### src/sv/assert_macros.svh
// Assertion macros for the glyph layout top level.
`ifndef ASSERT_MACROS_SVH
`define ASSERT_MACROS_SVH

// Same-cycle implication, checked out of reset.
`define GTL_ASSERT_IMP(lbl, clk, rst_n, ante, cons) \
  lbl: assert property (@(posedge clk) disable iff (!rst_n) (ante) |-> (cons)) \
    else $error("gtl: same-cycle check failed");

// Next-cycle implication, checked out of reset.
`define GTL_ASSERT_NXT(lbl, clk, rst_n, ante, cons) \
  lbl: assert property (@(posedge clk) disable iff (!rst_n) (ante) |=> (cons)) \
    else $error("gtl: next-cycle check failed");

`endif

### src/sv/gtl_fifo.sv
// Small register FIFO with first-word fall-through output.
`timescale 1ns / 1ps

module gtl_fifo #(
  parameter int WIDTH = 8,
  parameter int DEPTH = 4
) (
  input  logic                       clk_i,
  input  logic                       rst_ni,
  input  logic                       push_i,
  input  logic [WIDTH-1:0]           data_i,
  output logic                       full_o,
  input  logic                       pop_i,
  output logic [WIDTH-1:0]           data_o,
  output logic                       empty_o,
  output logic [$clog2(DEPTH+1)-1:0] count_o
);

  localparam int             PW       = $clog2(DEPTH);
  localparam int             CW       = $clog2(DEPTH + 1);
  localparam logic [CW-1:0]  CNT_FULL = CW'(DEPTH);
  localparam logic [PW-1:0]  PTR_LAST = PW'(DEPTH - 1);

  logic [WIDTH-1:0] mem_q [DEPTH];
  logic [PW-1:0]    wptr_q, rptr_q;
  logic [CW-1:0]    cnt_q;
  logic             do_push, do_pop;

  assign full_o  = (cnt_q == CNT_FULL);
  assign empty_o = (cnt_q == '0);
  assign do_push = push_i && !full_o;
  assign do_pop  = pop_i && !empty_o;
  assign data_o  = mem_q[rptr_q];
  assign count_o = cnt_q;

  always_ff @(posedge clk_i) begin
    if (do_push) begin
      mem_q[wptr_q] <= data_i;
    end
  end

  always_ff @(posedge clk_i or negedge rst_ni) begin
    if (!rst_ni) begin
      wptr_q <= '0;
      rptr_q <= '0;
      cnt_q  <= '0;
    end else begin
      if (do_push) begin
        wptr_q <= (wptr_q == PTR_LAST) ? '0 : wptr_q + 1'b1;
      end
      if (do_pop) begin
        rptr_q <= (rptr_q == PTR_LAST) ? '0 : rptr_q + 1'b1;
      end
      cnt_q <= cnt_q + CW'(do_push) - CW'(do_pop);
    end
  end

endmodule

### config.mk
export PLATFORM = sky130hd
export DESIGN_NAME = gtl_fifo
export DESIGN_NICKNAME = d
export VERILOG_FILES = /design/src/sv/assert_macros.svh /design/src/sv/gtl_fifo.sv
export SDC_FILE = /design/constraint.sdc
export NUM_CORES = 1
export LEC_CHECK = 0
export BUFFER_PORTS_ARGS = -buffer_cell sky130_fd_sc_hd__clkbuf_2
export CAP_MARGIN = 20
export CORE_MARGIN = 1.5
export CORE_UTILIZATION = 45
export CTS_CLUSTER_SIZE = 24
export DETAILED_ROUTE_END_ITERATION = 8
export PLACE_DENSITY = 0.77
export SLEW_MARGIN = 10
export SYNTH_ARGS = -nofsm -noshare
export SYNTH_HDL_FRONTEND = slang
export SYNTH_SLANG_ARGS = --single-unit
### constraint.sdc
create_clock -name clk_i -period 2.8 [get_ports clk_i]
set_input_delay 0.56 -clock clk_i [delete_from_list [all_inputs] [get_ports clk_i]]
set_output_delay 0.56 -clock clk_i [all_outputs]
set_load 0.02 [all_outputs]
Word-level counts from Yosys, hierarchy flattened

Memories as Yosys holds them, arrays and structs flattened.
Index checks and enable logic that the tools add are counted.

Register bits after elaboration: 7
Memory bits (writable): 32
Input port bits: 12
Output and inout bits: 13
Word-level logic and storage cells: 20
Memories: 1

Memories:

| memory | words | bits a word | read ports | clocked after Yosys merged registers in | write ports | line           | RTL |
|---|---|---|---|---|---|---|---|
| mem_q  | 4     | 8           | 1          | 0                                       | 1           | gtl_fifo.sv:24 | `logic [WIDTH-1:0] mem_q [DEPTH];` |

$add $sub $neg: 4
Eq/ne operators: 3
Muxes and demuxes: 4
Reduce and logical (&&, ||, !) cells: 5

Operators with widths:

| kind                | number |
|---|---|
| $add 2x1->2 const B | 2 |
| $eq 2x2->1 const B  | 2 |
| $mux 2              | 2 |
| $add 3x1->3         | 1 |
| $eq 3x3->1 const B  | 1 |
| $logic_not 3->1     | 1 |
| $sub 3x1->3         | 1 |
| $logic_and 1x1->1   | 2 |
| $logic_not 1->1     | 2 |
| $mux 1              | 2 |

Depth between registers and ports, before layout

Gate-level depths: netlist (run 1).

Depth after elaboration: 5
Depth in mapped cells: 9
Mapped depth without buffers: 9

Worst setup path after synthesis (run 1)

OpenSTA, ideal clock, no wires.

Kind: register to register
Start point: register cnt_q[1], in the netlist count_o[1]
End point: register cnt_q[2], in the netlist count_o[2]
Setup time: 123 ps
Arrival: 2474 ps
Data required time: 2677 ps
Setup slack: 203 ps
Cell stages (with the launch flop): 10
Buffers on the path: 0
Clock period less this slack: 2597 ps
Cells stage by stage: dfrtp_1 > nor3_1 > nand2b_4 > inv_1 > ha_1 > inv_1 > ha_1 > fa_1 > xnor2_1 > xnor2_1

Elaborated cells between the ends (all ways): 8
Classes of those cells: add/sub (2); eq/ne (1); reduce/logical (5)

RTL lines:

| element                | line           | RTL |
|---|---|---|
| from (decl)            | gtl_fifo.sv:26 | `logic [CW-1:0] cnt_q;` |
| from (signal assigned) | gtl_fifo.sv:54 | `cnt_q <= cnt_q + CW'(do_push) - CW'(do_pop);` |
| $logic_not 3->1        | gtl_fifo.sv:30 | `assign empty_o = (cnt_q == '0);` |
| via empty_o            | gtl_fifo.sv:15 | `output logic empty_o,` |
| $logic_not 1->1        | gtl_fifo.sv:32 | `assign do_pop = pop_i && !empty_o;` |
| $logic_and 1x1->1      | gtl_fifo.sv:32 |  |
| via do_pop             | gtl_fifo.sv:27 | `logic do_push, do_pop;` |
| $sub 3x1->3            | gtl_fifo.sv:54 |  |

The timed path passes the listed nets, and every way through them passes these cells.
A chain may end at the register's enable or synchronous reset.

Final worst setup path (run 1)

Start point: register rptr_q[0]
End point: output port data_o[5]

Word-level cells in the longest chain between the ends: 1

RTL lines:

| element                | line           | RTL |
|---|---|---|
| from (decl)            | gtl_fifo.sv:25 | `logic [PW-1:0] wptr_q, rptr_q;` |
| from (signal assigned) | gtl_fifo.sv:52 | `rptr_q <= (rptr_q == PTR_LAST) ? '0 : rptr_q + 1'b1;` |
| $mem_v2 4x8            | --             |  |
| to (decl)              | gtl_fifo.sv:14 | `output logic [WIDTH-1:0] data_o,` |

Every way passes these cells.

==> summary.md, run 1 <==
| Metric | Value |
|---|---|
| Nets | 130 |
| WP data arrival | roughly 1.8 ns |
| Worst-path clk slew | roughly 0.10 ns |
| First-pass GRT wire length | approximately 4000 µm |
| Vias | 799 |
| Xor and xnor area share after synthesis | 0.01093 |
| Dpl ws | between 0.5 and 0.6 ns |
| Setup violators final | 0 |
| Final worst-path cycle share | 0.8520 |
| Initial Util | 0.4729 |
| FILL cells | ~280 |
| Antenna cell count | 0 |
| FF-to-FF Start | count_o[1] |
| Pint | around 1.2 mW |
| Outcome | complete, no violations |
| Final setup TNS | 0 ns |
| Largest family of logic cells by synthesized area | multiplexers |
| Synth area leader | edfxtp_1 |
| Sequential Power Share | 0.491 |
| Final ANT Viol Nets | 0 |
| Max_cap viols | 0 |
| Syn avg cell area | between 15 and 20 µm² |
| Post-synth cell types | 19 |
| Largest net degree at the start of global routing | 12 |
| Leak | ~0.7 nW |
| Synth Area in Compound Gates | 0.003903 |
| Post-synthesis mux area share | 0.1358 |
| Clock buffer depth | 2 |
| Most frequent cell after synthesis | edfxtp_1 |
| Slowest stage delay, CP | around 0.74 ns |
| Post-cts sizing count | 0 |
| RSZ-0062 raised after global routing | no |
| TritonCTS buffer count | 5 |
| Post-CTS setup buffer count | 0 |
| CP required | 2.24 ns |
| Routed wire length | 2467 µm |
| Max VDD drop | between 0.5 and 0.6 mV |
| Setup ws final | 0.4143 ns |
| Share of layout cells above drive strength 1 | 0.4000 |
| Number of synthesized flops with an enable pin | 32 |
| Type of the worst min-delay path | in -> async |
| R2R depth | 9 |
| Die area | 0.003929 mm² |
| Clock power share | 0.134 |
| Syn Nets | between 100 and 150 |
| Sw frac | 0.3581 |
| Fmax | between 400 and 500 MHz |
| IO Count | 25 |
| H-tree Lvls | 2 |
| Top cells by area, synth | edfxtp_1 60%, mux4_2 11%, dfrtp_1 11% |
| Critical path's slowest cell | dfrtp_1 |
| Area added between synthesis and finish | 13.43% |
| Sw Pwr | 0.6718 mW |
| Port Buf Inserts | 24 |
| GRT Util Overall | 0.1429 |
| CTS sink cnt | 39 |
| Reg2reg end | count_o[2] |
| Final hold vios | 0 |
| Relative slew margins | 0.5958 |
| Hold_buf cts | 0 |
| Critical Path Sink Type | output port |
| Skew-Pair Late Insertion Delay | between 0.3 and 0.4 ns |
| Share of the synthesized area in the top cell type | 0.5995 |
| Synth Cell Area | approximately 0.0016 mm² |
| Mapped Cells | 81 |
| Row count | 21 |
| Chip Width | between 60 and 70 µm |
| Worst slew pin tran | 0.6063 ns |
| CP top delay family | flip-flops |
| Synth async-reset ratio | 0.1795 |
| Worst clock skew | roughly 0.0058 ns |
| Via density | ~5.1 |
| DRC | 0 |
| Total gr overflow | 0 |
| Register area share after synthesis | 0.7088 |
| Pre-antenna DRT Iters | 4 |
| Setup Crit Path Kind | reg -> out |
| WL per Instance | approximately 16 µm |
| Placeable Area | ~0.0034 mm² |
| Slew Viols, Final | 0 |
| Vias in the first global route | between 800 and 900 |
| Clock tree from TritonCTS | done |
| Hold WS | roughly 0.048 ns |
| First-iteration detailed-routing DRC count | 31 |
| Pwr dens | 1032 mW/mm² |
| Final Wtd Congestion | approximately 0.65 |
| Synth Warn # | 0 |
| Startpoint types | flip-flop |
| Synth Area in Simple Gates | 0.05152 |
| Synth Flop Type | edfxtp_1 |
| Tmin final | 2.386 ns |
| Crit path cell chain | mux4_2 -> clkbuf_2 |
| Crit path max fanout | 11 |
| Root Driver | clkbuf_4 |
| DP HPWL | 1756 µm |
| Initial antenna violation count | 0 |
| Combinational share of power | 0.375 |
| FF-to-FF setup slack | a little under 0.6 ns |
| Share of synthesized cell area in full adder, half adder and majority cells | 0.06714 |
| Die Ht | ~63 µm |
| Leading cell types by count after synthesis | 32 x edfxtp_1, 8 x mux4_2, 7 x dfrtp_1, 7 x ha_1, 7 x inv_1 |
| Flops & latches, synth | 39 |
| CP bufs+invs | 1 |
-- worst max path at each step --
stage | start | endpoint | cells after the start
final | rptr_q[0] | data_o[5] | 2
after global routing | rptr_q[0] | data_o[3] | 2
after CTS | rptr_q[0] | data_o[5] | 2
after detailed placement | push_i | count_o[2] | 9
after global placement | push_i | count_o[2] | 9
after floorplan | count_o[1] | count_o[2] | 9
-- stage by stage --
stage	power [mW]	utilization	instance area, µm²	instances
6_report	1.876	0.5364	1818	156
5_1_grt	1.999	0.5364	1818	156
4_1_cts	1.908	0.5364	1818	156
3_5_place_dp	1.657	0.5227	1772	149
3_3_place_gp	1.606	0.5227	1772	149
2_1_floorplan	1.433	-	1603	81
-- cells in the final DEF, fill, tap and decap left out, drive strengths merged --
cell type	n
mux2	3
nand2b	1
nand2	1
ha	7
and2	4
inv	7
dfrtp	7
clkbuf	29
nor3	1
fa	1
nor3b	1
edfxtp	32
nor2	2
xnor2	2
nor2b	1
clkinv	2
mux4	8
o22ai	1
-- state kept, by name, summed over array words and instances, names as in the netlist --
signal / cells
rptr_q: 2
mem_q: 32
wptr_q: 2
count_o: 3
-- kinds of logic after synthesis --
group           after synthesis
xor+xnor                      2
buf+inv                       9
mux                          11
compound gates                1
fa+ha+maj                     8
simple gates                 11
flops                        39
-- worst register-to-register path, cell delays in order (launching register included) --
cell and delay (ns):
dfrtp_1 0.45, nor3_1 0.28, nand2b_4 0.20, inv_1 0.04
ha_1 0.26, inv_1 0.04, ha_1 0.19, fa_1 0.38
xnor2_1 0.17, xnor2_1 0.14
-- layer usage --
layer,share of wire,global-route usage
met2,0.53,0.2554
met3,0.051,0.05045
met1,0.41,0.1571
met5,0,0
met4,0.014,0.05000
-- power groups by stage --
stage | combinational [mW] | sequential (mW) | clock, mW
5_1_grt | 0.765 | 0.947 | 0.287
6_report | 0.704 | 0.921 | 0.251
3_3_place_gp | 0.682 | 0.924 | 0
3_5_place_dp | 0.717 | 0.940 | 0
4_1_cts | 0.718 | 0.929 | 0.261
2_1_floorplan | 0.551 | 0.882 | 0
-- area by class of cell --
type | count | area [µm²] | share of cell area
Clock buffer | 5 | 37.54 | 0.02065
Tap cell | 46 | 57.56 | 0.03166
Sequential cell | 39 | 1136 | 0.6249
Clock inverter | 2 | 8.758 | 0.004818
Timing Repair Buffer | 24 | 120.1 | 0.06607
Inverter | 7 | 26.28 | 0.01445
Multi-Input combinational cell | 33 | 431.7 | 0.2374
(Power assumes the default switching activity.)
==> run 2: changes to the inputs <==
--- a/config.mk
+++ b/config.mk
@@ -5,7 +5,7 @@
 export SDC_FILE = /design/constraint.sdc
 export NUM_CORES = 1
 export LEC_CHECK = 0
-export BUFFER_PORTS_ARGS = -buffer_cell sky130_fd_sc_hd__clkbuf_2
+export BUFFER_PORTS_ARGS = -buffer_cell sky130_fd_sc_hd__buf_2
 export CAP_MARGIN = 20
 export CORE_MARGIN = 1.5
 export CORE_UTILIZATION = 45
==> summary.md, run 2 (synthesis gave the netlist of run 1 again) <==
| Metric | Value |
|---|---|
| Outcome | complete, no violations |
| Total gr overflow | 0 |
| Nets | 130 |
| Share of layout cells above drive strength 1 | 0.3964 |
| CTS sink cnt | 39 |
| Port Buf Inserts | 24 |
| GRT Util Overall | 0.1397 |
| Die area | about 0.0039 mm² |
| Fmax | approximately 420 MHz |
| Slew Viols, Final | 0 |
| CP bufs+invs | 1 |
| WP data arrival | around 1.8 ns |
| Placeable Area | around 0.0034 mm² |
| Antenna cell count | 0 |
| Critical path's slowest cell | dfrtp_1 |
| Initial antenna violation count | 0 |
| TritonCTS buffer count | 5 |
| First-pass GRT wire length | about 4000 µm |
| Placed Cells | 149 |
| Startpoint types | flip-flop |
| H-tree Lvls | 2 |
| RSZ-0062 raised after global routing | no |
| Area added between synthesis and finish | 13.82% |
| Die Ht | between 60 and 70 µm |
| Hold_buf cts | 0 |
| Initial Util | 0.4729 |
| Crit path cell chain | mux4_2 -> buf_2 |
| FILL cells | 290 |
| Leading cell type in the layout, fill and taps excluded | edfxtp_1 |
| Max reg flops | 32 |
| Post-cts sizing count | 0 |
| Pwr dens | around 1000 mW/mm² |
| CP top delay family | flip-flops |
| WL per Instance | around 15 µm |
| DP HPWL | about 1600 µm |
| Critical Path Sink Type | output port |
| Max_cap viols | 0 |
| Clock tree from TritonCTS | done |
| Routed wire length | ~2300 µm |
| Clock buffer depth | 2 |
| Worst slew pin tran | about 0.6 ns |
| Pre-antenna DRT Iters | 3 |
| Chip Width | roughly 63 µm |
| Final hold vios | 0 |
| First-iteration detailed-routing DRC count | 19 |
| Worst clock skew | roughly 0.0078 ns |
| CP required | 2.24 ns |
| Final ANT Viol Nets | 0 |
| Post-CTS setup buffer count | 0 |
| Slowest stage delay, CP | approximately 0.74 ns |
| Non-Filler Instances | 157 |
| DRC | 0 |
| Setup ws final | roughly 0.42 ns |
| Largest net degree at the start of global routing | 13 |
| Final Wtd Congestion | approximately 0.67 |
| Via density | about 5 |
| Skew-Pair Late Insertion Delay | about 0.33 ns |
| Setup violators final | 0 |
| Vias in the first global route | 894 |
| Leak | ~0.70 nW |
| Root Driver | clkbuf_4 |
| Setup Crit Path Kind | reg -> out |
| Final setup TNS | 0 ns |
| Dpl ws | 0.5203 ns |
| Worst-path clk slew | 0.11 ns |
| Row count | 21 |
| Max VDD drop | about 0.53 mV |
| Final worst-path cycle share | 0.8515 |
| Most frequent cells in the layout | 32 x edfxtp_1, 24 x buf_2, 8 x mux4_2 |
| Crit path max fanout | 11 |
| Relative slew margins | 0.6013 |
| Vias | between 700 and 800 |
| Type of the worst min-delay path | in -> async |
| IO Count | 25 |
| Largest Register | mem_q |
| Tmin final | 2.384 ns |
[run 2: power by group]
group          total (mW)  internal (mW)  switching (mW)
clock               0.264         0.0921           0.172
sequential          0.915          0.784           0.131
combinational       0.691          0.333           0.358
[run 2: final timing paths]
check | from | endpoint | slack, ns | cells past startpoint
setup / recovery | rptr_q[0] | data_o[3] | 0.42 | 2
hold / removal | rst_ni | count_o[0] | 0.04 | 1
setup reg to reg | count_o[2] | count_o[2] | 0.60 | 9
hold reg to reg | count_o[0] | count_o[0] | 0.63 | 1
max in group asynchronous | rst_ni | wptr_q[0] | 2.59 | 1
min in group clk_i | data_i[2] | mem_q[0][2] | 0.43 | 1
[run 2: per-layer routing]
layer | global-route usage | routed length [µm] | share of wire | vias up
met2 | 0.2419 | 1181 | 0.51 | 23
met5 | 0 | 0 | 0 | -
met4 | 0.05833 | 46 | 0.020 | 0
li1 | - | - | - | 361
met3 | 0.05225 | 145 | 0.063 | 5
met1 | 0.1544 | 921 | 0.40 | 391
[run 2: cell type report]
| cell class | count | area (µm²) | area share |
|---|---|---|---|
| sequential | 39 | 1136 | 0.6228 |
| inverter | 7 | 26.28 | 0.01440 |
| multi-input combinational | 33 | 431.7 | 0.2366 |
| clock buffer | 5 | 37.54 | 0.02058 |
| timing repair buffer | 24 | 120.1 | 0.06584 |
| tap | 46 | 57.56 | 0.03155 |
| clock inverter | 3 | 15.01 | 0.008230 |
[run 2: per-stage QoR]
stage                     hold slack (ns)  cell area [µm²]  utilization  power [mW]
after global routing              0.01762             1824       0.5382       2.010
after detailed placement           0.4067             1772       0.5227       1.644
final                             0.04032             1824       0.5382       1.870
after floorplan                    0.2644             1603            -       1.433
after CTS                         0.02288             1824       0.5382       1.906
after global placement             0.4015             1772       0.5227       1.608
